**src/design/assert_macros.svh**
```systemverilog
// ----------------------------------------------------------------------------
// assert_macros
// Assertion helper macros used by the table core.
// ----------------------------------------------------------------------------
`ifndef ASSERT_MACROS_SVH
`define ASSERT_MACROS_SVH
// Implication checked at every rising clock edge outside reset.
`define ASSERT_IMPL(label, ante, cons) \
    label: assert property (@(posedge clk) disable iff (!rst_n) (ante) |-> (cons)) \
        else $error("assertion failed");
// Next-cycle implication checked outside reset.
`define ASSERT_NEXT(label, ante, cons) \
    label: assert property (@(posedge clk) disable iff (!rst_n) (ante) |=> (cons)) \
        else $error("assertion failed");
`endif

```
**src/design/ecdt_pkg.sv**
```systemverilog
// ----------------------------------------------------------------------------
// ecdt_pkg
// Types and constants of the event coalescing debounce table.
// ----------------------------------------------------------------------------
package ecdt_pkg;
    localparam int TableDepth = 16;
    localparam int IdxBits    = 4;
    localparam int KeyBits    = 16;
    localparam int TimeBits   = 32;
    localparam int CntBits    = 5;

    localparam logic [1:0] MODE_ADD   = 2'd0;
    localparam logic [1:0] MODE_DRAIN = 2'd1;
    localparam logic [1:0] MODE_CLEAR = 2'd2;

    localparam logic [2:0] EV_CREATED  = 3'd0;
    localparam logic [2:0] EV_MODIFIED = 3'd1;
    localparam logic [2:0] EV_DELETED  = 3'd2;
    localparam logic [2:0] EV_RENAMED  = 3'd3;
    localparam logic [2:0] EV_OVERFLOW = 3'd4;
    localparam logic [2:0] EV_ERROR    = 3'd5;

    localparam logic [2:0] ST_NEW       = 3'd0;
    localparam logic [2:0] ST_MERGED    = 3'd1;
    localparam logic [2:0] ST_CANCELLED = 3'd2;
    localparam logic [2:0] ST_DROPPED   = 3'd3;
    localparam logic [2:0] ST_EMITTED   = 3'd4;
    localparam logic [2:0] ST_NONE      = 3'd5;
    localparam logic [2:0] ST_CLEARED   = 3'd6;

    typedef struct packed {
        logic [1:0]  mode;
        logic [15:0] key;
        logic [2:0]  event_type;
        logic [31:0] now;
    } in_item_t;

    typedef struct packed {
        logic [2:0]  status;
        logic [15:0] out_key;
        logic [2:0]  out_type;
        logic        last;
        logic [4:0]  pend_cnt;
        logic [31:0] wait_ticks;
    } out_item_t;

    // Ticks still to wait for an entry, zero once settled.
    function automatic logic [TimeBits-1:0] remain_ticks(
        input logic [TimeBits-1:0] now_v,
        input logic [TimeBits-1:0] act_v,
        input logic [TimeBits-1:0] deb_v);
        logic [TimeBits-1:0] el;
        el = now_v - act_v;
        return (el >= deb_v) ? '0 : (deb_v - el);
    endfunction
endpackage

```
**src/design/event_coalescing_debounce_table_core.sv**
```systemverilog
// An add gives its result after a key scan walk, an apply step and a summary walk;
// a clear gives it without a table walk; mode three gives none.
// A drain does one scan walk per emitted entry, one more that finds none, then a
// summary walk before the final row. One item at a time: the next transfer is taken the
// cycle after the final result is loaded, once the output register is free.
// Reset clears valid bits and sets debounce_ticks to 100; slot payloads are undefined.
// ----------------------------------------------------------------------------
// event_coalescing_debounce_table_core
// Keyed debounce table that coalesces change events and drains settled ones.
// ----------------------------------------------------------------------------
`include "assert_macros.svh"
module event_coalescing_debounce_table_core (
    input  logic                 clk,
    input  logic                 rst_n,
    input  logic                 cfg_valid,
    output logic                 cfg_ready,
    input  logic [31:0]          cfg_data,
    input  logic                 in_valid,
    output logic                 in_ready,
    input  ecdt_pkg::in_item_t   in_data,
    output logic                 out_valid,
    input  logic                 out_ready,
    output ecdt_pkg::out_item_t  out_data
);
    import ecdt_pkg::*;

    typedef enum logic [7:0] {
        S_IDLE  = 8'b0000_0001,
        S_SCAN  = 8'b0000_0010,
        S_APPLY = 8'b0000_0100,
        S_SUMM  = 8'b0000_1000,
        S_OUT   = 8'b0001_0000,
        S_EMIT  = 8'b0010_0000,
        S_HOLD  = 8'b0100_0000,
        S_WAITO = 8'b1000_0000
    } state_t;

    state_t                state_reg, state_next;
    logic [31:0]           deb_reg;
    in_item_t              item_reg;
    logic [TableDepth-1:0] valid_reg;
    logic [IdxBits-1:0]    ptr_reg;       // slot pointer of the walk
    logic                  phase_reg;     // 0 issue read, 1 use data
    logic                  hit_found_reg, free_found_reg, best_found_reg;
    logic [IdxBits-1:0]    hit_idx_reg, free_idx_reg, best_idx_reg;
    logic [KeyBits-1:0]    best_key_reg;
    logic [2:0]            best_type_reg;
    logic [KeyBits-1:0]    park_key_reg;
    logic [2:0]            park_type_reg;
    logic                  any_emit_reg;
    logic [CntBits-1:0]    cnt_reg;
    logic [TimeBits-1:0]   wmin_reg;
    logic [2:0]            stat_reg;
    logic [2:0]            hit_first_reg;
    logic                  pend_emit_reg;
    out_item_t             out_reg;
    logic                  out_valid_reg;

    logic [IdxBits-1:0]    rd_idx;
    logic [KeyBits-1:0]    rd_key;
    logic [2:0]            rd_first, rd_latest;
    logic [TimeBits-1:0]   rd_time;
    logic                  wr_en;
    logic [IdxBits-1:0]    wr_idx;
    logic [2:0]            wr_first, wr_latest;
    logic [TimeBits-1:0]   wr_time;
    logic [2:0]            ev_t;
    logic [TimeBits-1:0]   rem;
    logic [IdxBits-1:0]    cur_idx;
    logic                  scan_done;
    logic                  out_load;

    ecdt_slot_ram u_ram (
        .clk       (clk),
        .wr_en     (wr_en),
        .wr_idx    (wr_idx),
        .wr_key    (item_reg.key),
        .wr_first  (wr_first),
        .wr_latest (wr_latest),
        .wr_time   (wr_time),
        .rd_idx    (rd_idx),
        .rd_key    (rd_key),
        .rd_first  (rd_first),
        .rd_latest (rd_latest),
        .rd_time   (rd_time)
    );

    assign ev_t      = (item_reg.event_type > EV_ERROR) ? EV_ERROR : item_reg.event_type;
    assign cur_idx   = ptr_reg;
    assign rd_idx    = cur_idx;
    assign scan_done = (ptr_reg == IdxBits'(TableDepth - 1)) && phase_reg;
    // Shared compare unit: remaining ticks of the slot just read.
    assign rem       = remain_ticks(item_reg.now, rd_time, deb_reg);

    assign cfg_ready = (state_reg == S_IDLE);
    assign in_ready  = (state_reg == S_IDLE);
    assign out_valid = out_valid_reg;
    assign out_data  = out_reg;

    // The output register is loaded with a non-last emitted row or with the final row.
    assign out_load = (!out_valid_reg || out_ready) &&
                      ((state_reg == S_WAITO) ||
                       (state_reg == S_HOLD && pend_emit_reg && any_emit_reg));

    // Table update for an add, decided from the scan result.
    always_comb
    begin
        wr_en     = 1'b0;
        wr_idx    = hit_found_reg ? hit_idx_reg : free_idx_reg;
        wr_first  = ev_t;
        wr_latest = ev_t;
        wr_time   = (ev_t >= EV_OVERFLOW) ? (item_reg.now - deb_reg) : item_reg.now;
        if (state_reg == S_APPLY)
        begin
            if (!hit_found_reg)
                wr_en = free_found_reg;
            else if (ev_t >= EV_OVERFLOW)
                wr_en = 1'b1;
            else if (!(hit_first_reg == EV_CREATED && ev_t == EV_DELETED))
            begin
                wr_en = 1'b1;
                if (hit_first_reg == EV_DELETED &&
                    (ev_t == EV_CREATED || ev_t == EV_MODIFIED))
                begin
                    wr_first  = EV_MODIFIED;
                    wr_latest = EV_MODIFIED;
                end
                else
                begin
                    wr_latest = ev_t;
                    if (ev_t == EV_DELETED || ev_t == EV_RENAMED)
                        wr_first = ev_t;
                    else
                        wr_first = hit_first_reg;
                end
            end
        end
    end

    always_comb
    begin
        state_next = state_reg;
        case (state_reg)
            S_IDLE:  if (in_valid && in_ready)
                     begin
                         case (in_data.mode)
                             MODE_ADD:   state_next = S_SCAN;
                             MODE_DRAIN: state_next = S_SCAN;
                             MODE_CLEAR: state_next = S_OUT;
                             default:    state_next = S_IDLE;
                         endcase
                     end
            S_SCAN:  if (scan_done)
                         state_next = (item_reg.mode == MODE_ADD) ? S_APPLY : S_EMIT;
            S_APPLY: state_next = S_SUMM;
            S_SUMM:  if (scan_done) state_next = S_OUT;
            S_EMIT:  state_next = S_HOLD;
            S_HOLD:  if (!out_valid_reg || out_ready)
                         state_next = pend_emit_reg ? S_SCAN : S_SUMM;
            S_OUT:   state_next = S_WAITO;
            S_WAITO: if (!out_valid_reg || out_ready) state_next = S_IDLE;
            default: state_next = S_IDLE;
        endcase
    end

    // Result valid flag: set on a load, cleared when the waiting row is taken.
    always_ff @(posedge clk or negedge rst_n)
    begin
        if (!rst_n)
            out_valid_reg <= 1'b0;
        else if (out_load)
            out_valid_reg <= 1'b1;
        else if (out_ready)
            out_valid_reg <= 1'b0;
    end

    always_ff @(posedge clk or negedge rst_n)
    begin
        if (!rst_n)
        begin
            state_reg     <= S_IDLE;
            deb_reg       <= 32'd100;
            valid_reg     <= '0;
            ptr_reg       <= '0;
            phase_reg     <= 1'b0;
            pend_emit_reg <= 1'b0;
            any_emit_reg  <= 1'b0;
        end
        else
        begin
            state_reg <= state_next;
            case (state_reg)
                S_IDLE:
                begin
                    if (cfg_valid)
                        deb_reg <= cfg_data;
                    if (in_valid)
                    begin
                        item_reg       <= in_data;
                        ptr_reg        <= '0;
                        phase_reg      <= 1'b0;
                        hit_found_reg  <= 1'b0;
                        free_found_reg <= 1'b0;
                        best_found_reg <= 1'b0;
                        any_emit_reg   <= 1'b0;
                        cnt_reg        <= '0;
                        wmin_reg       <= '1;
                        if (in_data.mode == MODE_CLEAR)
                        begin
                            valid_reg <= '0;
                            stat_reg  <= ST_CLEARED;
                        end
                    end
                end
                S_SCAN, S_SUMM:
                begin
                    phase_reg <= ~phase_reg;
                    if (phase_reg)
                    begin
                        ptr_reg <= scan_done ? '0 : ptr_reg + 1'b1;
                        if (state_reg == S_SUMM)
                        begin
                            if (valid_reg[cur_idx])
                            begin
                                cnt_reg <= cnt_reg + 1'b1;
                                if (rem < wmin_reg)
                                    wmin_reg <= rem;
                            end
                        end
                        else if (item_reg.mode == MODE_ADD)
                        begin
                            if (valid_reg[cur_idx] && rd_key == item_reg.key)
                            begin
                                hit_found_reg  <= 1'b1;
                                hit_idx_reg    <= cur_idx;
                                hit_first_reg  <= rd_first;
                            end
                            else if (!valid_reg[cur_idx] && !free_found_reg)
                            begin
                                free_found_reg <= 1'b1;
                                free_idx_reg   <= cur_idx;
                            end
                        end
                        else if (valid_reg[cur_idx] && rem == '0 &&
                                 (!best_found_reg || rd_key < best_key_reg))
                        begin
                            best_found_reg <= 1'b1;
                            best_idx_reg   <= cur_idx;
                            best_key_reg   <= rd_key;
                            best_type_reg  <= (rd_first == EV_CREATED &&
                                               rd_latest == EV_MODIFIED)
                                              ? EV_CREATED : rd_latest;
                        end
                    end
                end
                S_APPLY:
                begin
                    if (!hit_found_reg)
                    begin
                        stat_reg <= free_found_reg ? ST_NEW : ST_DROPPED;
                        if (free_found_reg)
                            valid_reg[free_idx_reg] <= 1'b1;
                    end
                    else if (ev_t < EV_OVERFLOW && hit_first_reg == EV_CREATED &&
                             ev_t == EV_DELETED)
                    begin
                        stat_reg <= ST_CANCELLED;
                        valid_reg[hit_idx_reg] <= 1'b0;
                    end
                    else
                        stat_reg <= ST_MERGED;
                end
                S_EMIT:
                begin
                    // The found entry goes out after the next scan or in the final row.
                    pend_emit_reg <= best_found_reg;
                    if (best_found_reg)
                        valid_reg[best_idx_reg] <= 1'b0;
                end
                S_HOLD:
                begin
                    if (!out_valid_reg || out_ready)
                    begin
                        if (pend_emit_reg)
                        begin
                            // A new winner proves the parked one is not last, so the
                            // parked one goes out and the new one takes its place.
                            any_emit_reg   <= 1'b1;
                            best_found_reg <= 1'b0;
                            park_key_reg   <= best_key_reg;
                            park_type_reg  <= best_type_reg;
                            if (any_emit_reg)
                            begin
                                out_reg.status     <= ST_EMITTED;
                                out_reg.out_key    <= park_key_reg;
                                out_reg.out_type   <= park_type_reg;
                                out_reg.last       <= 1'b0;
                                out_reg.pend_cnt   <= '0;
                                out_reg.wait_ticks <= '0;
                            end
                        end
                        else
                            stat_reg <= any_emit_reg ? ST_EMITTED : ST_NONE;
                    end
                end
                S_WAITO:
                begin
                    if (!out_valid_reg || out_ready)
                    begin
                        out_reg.status       <= stat_reg;
                        out_reg.last         <= 1'b1;
                        if (item_reg.mode == MODE_CLEAR)
                        begin
                            out_reg.pend_cnt   <= '0;
                            out_reg.wait_ticks <= '1;
                        end
                        else
                        begin
                            out_reg.pend_cnt   <= cnt_reg;
                            out_reg.wait_ticks <= wmin_reg;
                        end
                        if (item_reg.mode == MODE_ADD)
                        begin
                            out_reg.out_key  <= item_reg.key;
                            out_reg.out_type <= ev_t;
                        end
                        else if (stat_reg == ST_EMITTED)
                        begin
                            out_reg.out_key  <= park_key_reg;
                            out_reg.out_type <= park_type_reg;
                        end
                        else
                        begin
                            out_reg.out_key  <= '0;
                            out_reg.out_type <= '0;
                        end
                    end
                end
                default: ;
            endcase
        end
    end

    `ASSERT_IMPL(a_no_accept_busy, (state_reg != S_IDLE), !in_ready)
    `ASSERT_NEXT(a_out_holds, (out_valid && !out_ready), out_valid && $stable(out_data))
    `ASSERT_IMPL(a_count_range, (state_reg == S_OUT), cnt_reg <= CntBits'(TableDepth))
endmodule

```
**src/design/ecdt_slot_ram.sv**
```systemverilog
// ----------------------------------------------------------------------------
// ecdt_slot_ram
// Slot payload store: key, first type, latest type and activity time.
// ----------------------------------------------------------------------------
module ecdt_slot_ram (
    input  logic                         clk,
    input  logic                         wr_en,
    input  logic [ecdt_pkg::IdxBits-1:0] wr_idx,
    input  logic [ecdt_pkg::KeyBits-1:0] wr_key,
    input  logic [2:0]                   wr_first,
    input  logic [2:0]                   wr_latest,
    input  logic [ecdt_pkg::TimeBits-1:0] wr_time,
    input  logic [ecdt_pkg::IdxBits-1:0] rd_idx,
    output logic [ecdt_pkg::KeyBits-1:0] rd_key,
    output logic [2:0]                   rd_first,
    output logic [2:0]                   rd_latest,
    output logic [ecdt_pkg::TimeBits-1:0] rd_time
);
    import ecdt_pkg::*;

    logic [KeyBits-1:0]  key_mem   [TableDepth];
    logic [2:0]          first_mem [TableDepth];
    logic [2:0]          lat_mem   [TableDepth];
    logic [TimeBits-1:0] time_mem  [TableDepth];

    // Write port.
    always_ff @(posedge clk)
    begin
        if (wr_en)
        begin
            key_mem[wr_idx]   <= wr_key;
            first_mem[wr_idx] <= wr_first;
            lat_mem[wr_idx]   <= wr_latest;
            time_mem[wr_idx]  <= wr_time;
        end
    end

    // Registered read port.
    always_ff @(posedge clk)
    begin
        rd_key    <= key_mem[rd_idx];
        rd_first  <= first_mem[rd_idx];
        rd_latest <= lat_mem[rd_idx];
        rd_time   <= time_mem[rd_idx];
    end
endmodule
```
**config.mk**
```make
export PLATFORM = sky130hd
export DESIGN_NAME = event_coalescing_debounce_table_core
export DESIGN_NICKNAME = d
export VERILOG_FILES = /design/src/design/ecdt_pkg.sv /design/src/design/event_coalescing_debounce_table_core.sv /design/src/design/ecdt_slot_ram.sv
export VERILOG_INCLUDE_DIRS = /design/src /design/src/design
export SDC_FILE = /design/constraint.sdc
export NUM_CORES = 2
export LEC_CHECK = 0
export ABC_AREA = 1
export BUFFER_PORTS_ARGS = -buffer_cell sky130_fd_sc_hd__buf_2
export CELL_PAD_IN_SITES_DETAIL_PLACEMENT = 0
export CELL_PAD_IN_SITES_GLOBAL_PLACEMENT = 1
export CORE_MARGIN = 2
export CORE_UTILIZATION = 53
export CTS_CLUSTER_SIZE = 10
export DETAILED_ROUTE_END_ITERATION = 7
export PLACE_DENSITY_LB_ADDON = 0.1
export SYNTH_ARGS = -nofsm -noshare
export SYNTH_HDL_FRONTEND = slang
export SYNTH_HIERARCHICAL = 1
export SYNTH_SLANG_ARGS = --single-unit
```
**constraint.sdc**
```tcl
create_clock -name clk -period 13.9 [get_ports clk]
set_input_delay 1.39 -clock clk [delete_from_list [all_inputs] [get_ports clk]]
set_output_delay 1.39 -clock clk [all_outputs]
set_load 0.05 [all_outputs]
```
# Yosys cells after proc, flatten, opt, wreduce, memory -nomap -nowiden
# Memories as Yosys holds them, arrays and structs flattened. A register that Yosys moved wholly into a read port is not among the register bits.
# Index checks and enable logic that the tools add are counted.
# classes
n_addsub	5
n_lt_le_gt_ge	13
n_eq_ne	43
n_mux	102
bitwise_logic	9
reduce_logical	59
# op_table
op	n
$mux W60	4
$mux W32	7
$pmux W60 S2	1
$mux W16	6
$sub A32 B32 Y32	3
$pmux W32 S2	1
$pmux W8 S8	1
$mux W3	16
$pmux W16 S3	1
$mux W8	5
$ne A2 B2 Y1 const B	20
$mux W19	2
$mux W37	1
$reduce_and A6 Y1	6
$and A16 B16 Y16	2
$ge A32 B32 Y1	1
$logic_not A32 Y1	1
$lt A32 B32 Y1	1
$not A16 Y16	2
$mux W1	31
$reduce_and A7 Y1	3
$lt A4 B5 Y1 const B	4
$mux W4	5
$mux W5	4
50 further kinds	103
# word_totals
register_bits	273
mem_bits_rw	864
elab_cells	267
memories	4
# memory_table
memory	words	word_bits	read_ports	rd_clocked_by_memory_dff	wr	line	text
u_ram.time_mem	16	32	1	1	1	ecdt_slot_ram.sv:24	logic [TimeBits-1:0] time_mem [TableDepth];
u_ram.key_mem	16	16	1	1	1	ecdt_slot_ram.sv:21	logic [KeyBits-1:0] key_mem [TableDepth];
u_ram.first_mem	16	3	1	1	1	ecdt_slot_ram.sv:22	logic [2:0] first_mem [TableDepth];
u_ram.lat_mem	16	3	1	1	1	ecdt_slot_ram.sv:23	logic [2:0] lat_mem [TableDepth];

# Longest topological paths before layout
# depth
word_depth	11
ltp_mapped	41

# By module
# The synthesis kept the hierarchy.
# modules_own_cells
mod	instances	cells_each	area_each_um2	seq_area_each_um2
ecdt_slot_ram	1	3557	38094.0	27025.9
event_coalescing_debounce_table_core	1	2284	18362.6	7882.6

# Worst setup path before layout
# OpenSTA, ideal clock, no wires.
# synth_path
path_type	reg-to-reg
startpoint	register item_reg[0] in the netlist's numbering
endpoint	register wmin_reg[0] (enable)
arrival_ns	6.173
path_slack_ns	7.295
path_stages_with_launch	32
synth_period_minus_slack_ns	6.605
cell_sequence	edfxtp_1 inv_1 ha_1 fa_1 o21ai_1 nand2_1 nand2_1 a21boi_1 o21ai_0 a21boi_0 o21ai_1 a21oi_1 xor2_1 ha_1 nand2_1 nor2_1 nand2_1 nor2_2 nand4_2 nand2_4 inv_4 buf_6 nand3_1 inv_1 ha_1 nand2_1 nor2_1 a211oi_1 o221ai_1 a211oi_1 nand2_1 a21oi_1
# synth_via
elab_chain_len	6
word_cells_on_any_way	7
cone_classes	add/sub (2); order compare (2); eq/ne (1); mux (1); reduce/logical (1)
# synth_lines
element	line	text
start, declared	event_coalescing_debounce_table_core.sv:40	in_item_t item_reg;
start signal, assigned	event_coalescing_debounce_table_core.sv:199	item_reg <= in_data;
$sub A32 B32 Y32 *	ecdt_pkg.sv:53	el = now_v - act_v;
$sub A32 B32 Y32 or $ge A32 B32 Y1 (tied branches)	ecdt_pkg.sv:54	return (el >= deb_v) ? '0 : (deb_v - el);
$mux W32 *	ecdt_pkg.sv:54	
via rem[19]	event_coalescing_debounce_table_core.sv:68	logic [TimeBits-1:0] rem;
$lt A32 B32 Y1 *	event_coalescing_debounce_table_core.sv:226	if (rem < wmin_reg)
$ne A2 B2 Y1 (no source line) *	-	
$reduce_and A7 Y1 (no source line) *	-	
end signal, assigned	event_coalescing_debounce_table_core.sv:227	wmin_reg <= rem;
end, declared	event_coalescing_debounce_table_core.sv:52	logic [TimeBits-1:0] wmin_reg;
# Mark *: on every way through the listed nets, which the timed path passes. The rest lies on a longest branch.
# A chain may end at the register's enable or synchronous reset.

# Worst setup path in the final report
# layout_path
startpoint	register item_reg[2] in the netlist's numbering
endpoint	register wmin_reg[0] (enable)
# Same word-level chain as after synthesis.

==> metrics.md <==
| Metric | Value |
|---|---|
| HPWL after DPL | between 90 and 100 mm |
| Fin area | ~63,000 µm² |
| Syn Area/Cell | 9.666 µm² |
| Outcome | finished with violations |
| Pwr Density | 226.2 nW/µm² |
| Most common cell after layout, fill and taps aside | nand2_1 |
| Post-Syn Area | 56,460 µm² |
| Via Count | 40,060 |
| Post-synth EDFFs | about 1,100 |
| Seq pwr share | 32.5% |
| # resized after CTS | 0 |
| Total grt overflow | 0 |
| Crit path to | wmin_reg[0] |
| Worst R2R Path Depth | 33 |
| CTS tree | done |
| Largest net degree at the start of global routing | 232 |
| Reg clk slew, reported paths | about 0.050 ns |
| Critical path's most frequent cell | nand2_1 |
| Lkg Pwr | about 27 nW |
| Primary FF master, synth | edfxtp_1 |
| Yosys warning count | 6 |
| Startpoint Class | register |
| Synth Register Bits | 1,191 |
| Worst-Margin Slew | 1.471 ns |
| Vias in the first global route | 37,840 |
| Most flop-heavy register | u_ram/time_mem |
| Worst EP arrival | 7.35 ns |
| R2R setup slack | about 7.0 ns |
| Die span in x | 330.4 µm |
| Placer congestion estimate | around 0.94 |
| Die ar. | approximately 110,000 µm² |
| Worst setup path startpoint | item_reg[2] |
| RSZ-0062 raised after global routing | no |
| Hold Path Class | register to register |
| Post-route insts no fill | 7,482 |
| Ant. Diodes | 0 |
| Share of layout cells above drive strength 1 | 7.848% |
| CTS Hold Bufs | 0 |
| Slowest-stage cell, CP | a21oi_2 |
| Syn_nets | 6,076 |
| FMAX | 0.1440 GHz |
| Post-layout min period | 6.942 ns |
| Vias per cell | between 5 and 6 |
| Largest register FFs | 512 |
| Area growth, synth to finish | 10.92% |
| Final period utilization | about 50% |
| Worst skew pair latency | approximately 0.75 ns |
| Worst rel slew slack | 1.963% |
| Slew Limit Fails | 0 |
| CTS max path bufs | 3 |
| H-Tree Depth | 4 |
| Unique masters post-synth | 64 |
| Most frequent cells in the layout | nand2_1, edfxtp_1, inv_1, nand3_1, a21oi_1 |
| Antenna violations before repair | 4 |
| Clock Skew | between 0.02 and 0.03 ns |
| IO Port Bufs | approximately 150 |
| CTS Sinks | about 1,200 |
| DP Cell Count | 7,232 |
| Worst Setup End Kind | register |
| First-pass GRT wire length | approximately 230 mm |
| Mapped Cells | slightly below 6,000 |
| DRC viols | 15 |
| Worst Path Required | 14.30 ns |
| Number of top-level pins | 153 |
| Total core area | 105,400 µm² |
| Final WL | 157.6 mm |
| Setup TNS | 0 ns |
| Crit path max fanout | 23 |
| Die Y-Extent | 330.4 µm |
| Clock Power Share | 23.8% |
| Fillers | around 9,000 |
| Routed Antenna Nets | 0 |
| TritonRoute pass-1 iters | 7 |
| Nets | 6,219 |
| DR WL/cell | around 21 µm |
| Sw frac | 41.89% |
| Final setup viols | 0 |
| Iteration-0 DRC Markers | 3,769 |
| Post-CTS Setup Bufs | 0 |
| Instance area at placement | 58,460 µm² |
| Seq/Total Area, Yosys | between 60% and 70% |
| Final core utilization | 59.41% |
| Number of buffers created by CTS | 141 |
| Total power | 14.17 mW |
| Initial cell density of the core | 53.56% |
| CTS Root Buffer Type | clkbuf_16 |
| VDD IR max | ~0.00019 V |
| FFs w/ async S/R, synth | 5.374% |
| Sw Pwr | 5.935 mW |
| Critical Path Max Stage Delay | 0.53 ns |
| Int Power | 8.232 mW |
| Max Cap Viol | 0 |
| Logic pwr share | 43.8% |
| # rows | approximately 120 |
| Crit Path Category | register to register |
| R2R Path End | wmin_reg[0] |
| Reg-to-Reg Start | item_reg[2] |
| Failing checks | design-rule violations |
| GRT Overall Usage | 28.96% |
| Final hold viol count | 0 |
-- power groups by stage --
stage               clock network [mW]  logic (mW)  registers [mW]
finish                            3.37        6.20            4.60
global route                      3.57        6.94            4.62
CTS                               3.43        6.17            4.60
detailed placement                   0        6.13            4.67
global placement                     0        6.11            4.66
floorplan                            0        4.45            4.59
-- critical path: cells and delay by family (launching register included) --
family	cells	cell delay (ns)
buffers and inverters	3	0.73
adders and majority gates	3	1.01
DFF	1	0.44
and+or+nand+nor	17	2.00
xor gates and xnor gates	1	0.16
AOI/OAI and AO/OA	9	2.23
-- metrics by stage --
| step | setup WS [ns] | hold WS, ns |
|---|---|---|
| after CTS | 6.934 | 0.4283 |
| after global routing | 6.344 | 0.4376 |
| after global placement | 7.061 | 0.4062 |
| final | 6.958 | 0.4169 |
| after detailed placement | 6.970 | 0.4083 |
| after floorplan | 7.295 | 0.4003 |
-- cells by family after synthesis --
| group | count (synthesis) | synth area share [%] |
|---|---|---|
| multiplexers | 1 | 0.01994 |
| buffers and inverters | 1295 | 9.282 |
| XOR/XNOR | 54 | 0.8377 |
| AND/OR/NAND/NOR | 2696 | 20.29 |
| AO/OA/AOI/OAI | 459 | 4.486 |
| flip-flops | 1191 | 61.83 |
| adder cells (fa/ha/maj) | 145 | 3.253 |
-- synthesized netlist by cell type (9+ instances only) --
| library cell | instances | share of area (%) |
|---|---|---|
| o22ai_1 | 19 | 0.21 |
| xor2_1 | 27 | 0.42 |
| nand2_1 | 1588 | 11 |
| a31oi_1 | 33 | 0.37 |
| xnor2_1 | 27 | 0.42 |
| ha_1 | 142 | 3.1 |
| buf_1 | 27 | 0.18 |
| or2_2 | 29 | 0.32 |
| inv_1 | 1066 | 7.1 |
| o21bai_1 | 10 | 0.13 |
| edfxtp_1 | 1073 | 57 |
| dfxtp_1 | 54 | 1.9 |
| buf_2 | 78 | 0.69 |
| buf_4 | 40 | 0.53 |
| a21o_1 | 9 | 0.12 |
| nor3_1 | 24 | 0.21 |
| nand3_1 | 754 | 6.7 |
| dfrtp_1 | 60 | 2.7 |
| clkbuf_1 | 56 | 0.37 |
| o21ai_0 | 126 | 1.1 |
| buf_6 | 15 | 0.30 |
| a21oi_1 | 217 | 1.9 |
| nand4_1 | 28 | 0.31 |
| nor2_1 | 227 | 1.5 |
-- routing by layer --
layer	vias up	wire length (µm)	share of wire, %	global-route usage (%)
met5	-	13	0.0083	0
met4	2	4084	2.6	8.578
met3	245	10830	6.9	4.354
met2	1317	72310	46	45.50
met1	19120	70320	45	41.97
li1	19380	-	-	-
-- layout make-up --
class | instances | area (µm²) | share of cell area, %
Multi-Input combinational cell | 3355 | 16470 | 26.30
Tap cell | 1391 | 1740 | 2.779
Clock buffer | 235 | 4019 | 6.418
Inverter | 1078 | 4073 | 6.503
Timing Repair Buffer | 217 | 1251 | 1.998
Sequential cell | 1191 | 34920 | 55.77
Clock inverter | 15 | 146.4 | 0.2338
-- worst min-delay path by stage --
stage,start,slack [ns],endpoint,cells past startpoint
5_1_grt,best_type_reg[2],0.44,park_type_reg[2],0
4_1_cts,best_type_reg[2],0.43,park_type_reg[2],0
3_5_place_dp,best_type_reg[2],0.41,park_type_reg[2],0
3_3_place_gp,best_type_reg[0],0.41,park_type_reg[0],0
6_report,best_type_reg[2],0.42,park_type_reg[2],0
2_1_floorplan,best_type_reg[0],0.40,park_type_reg[0],0
Note: power is estimated with default switching activity, not from simulation.
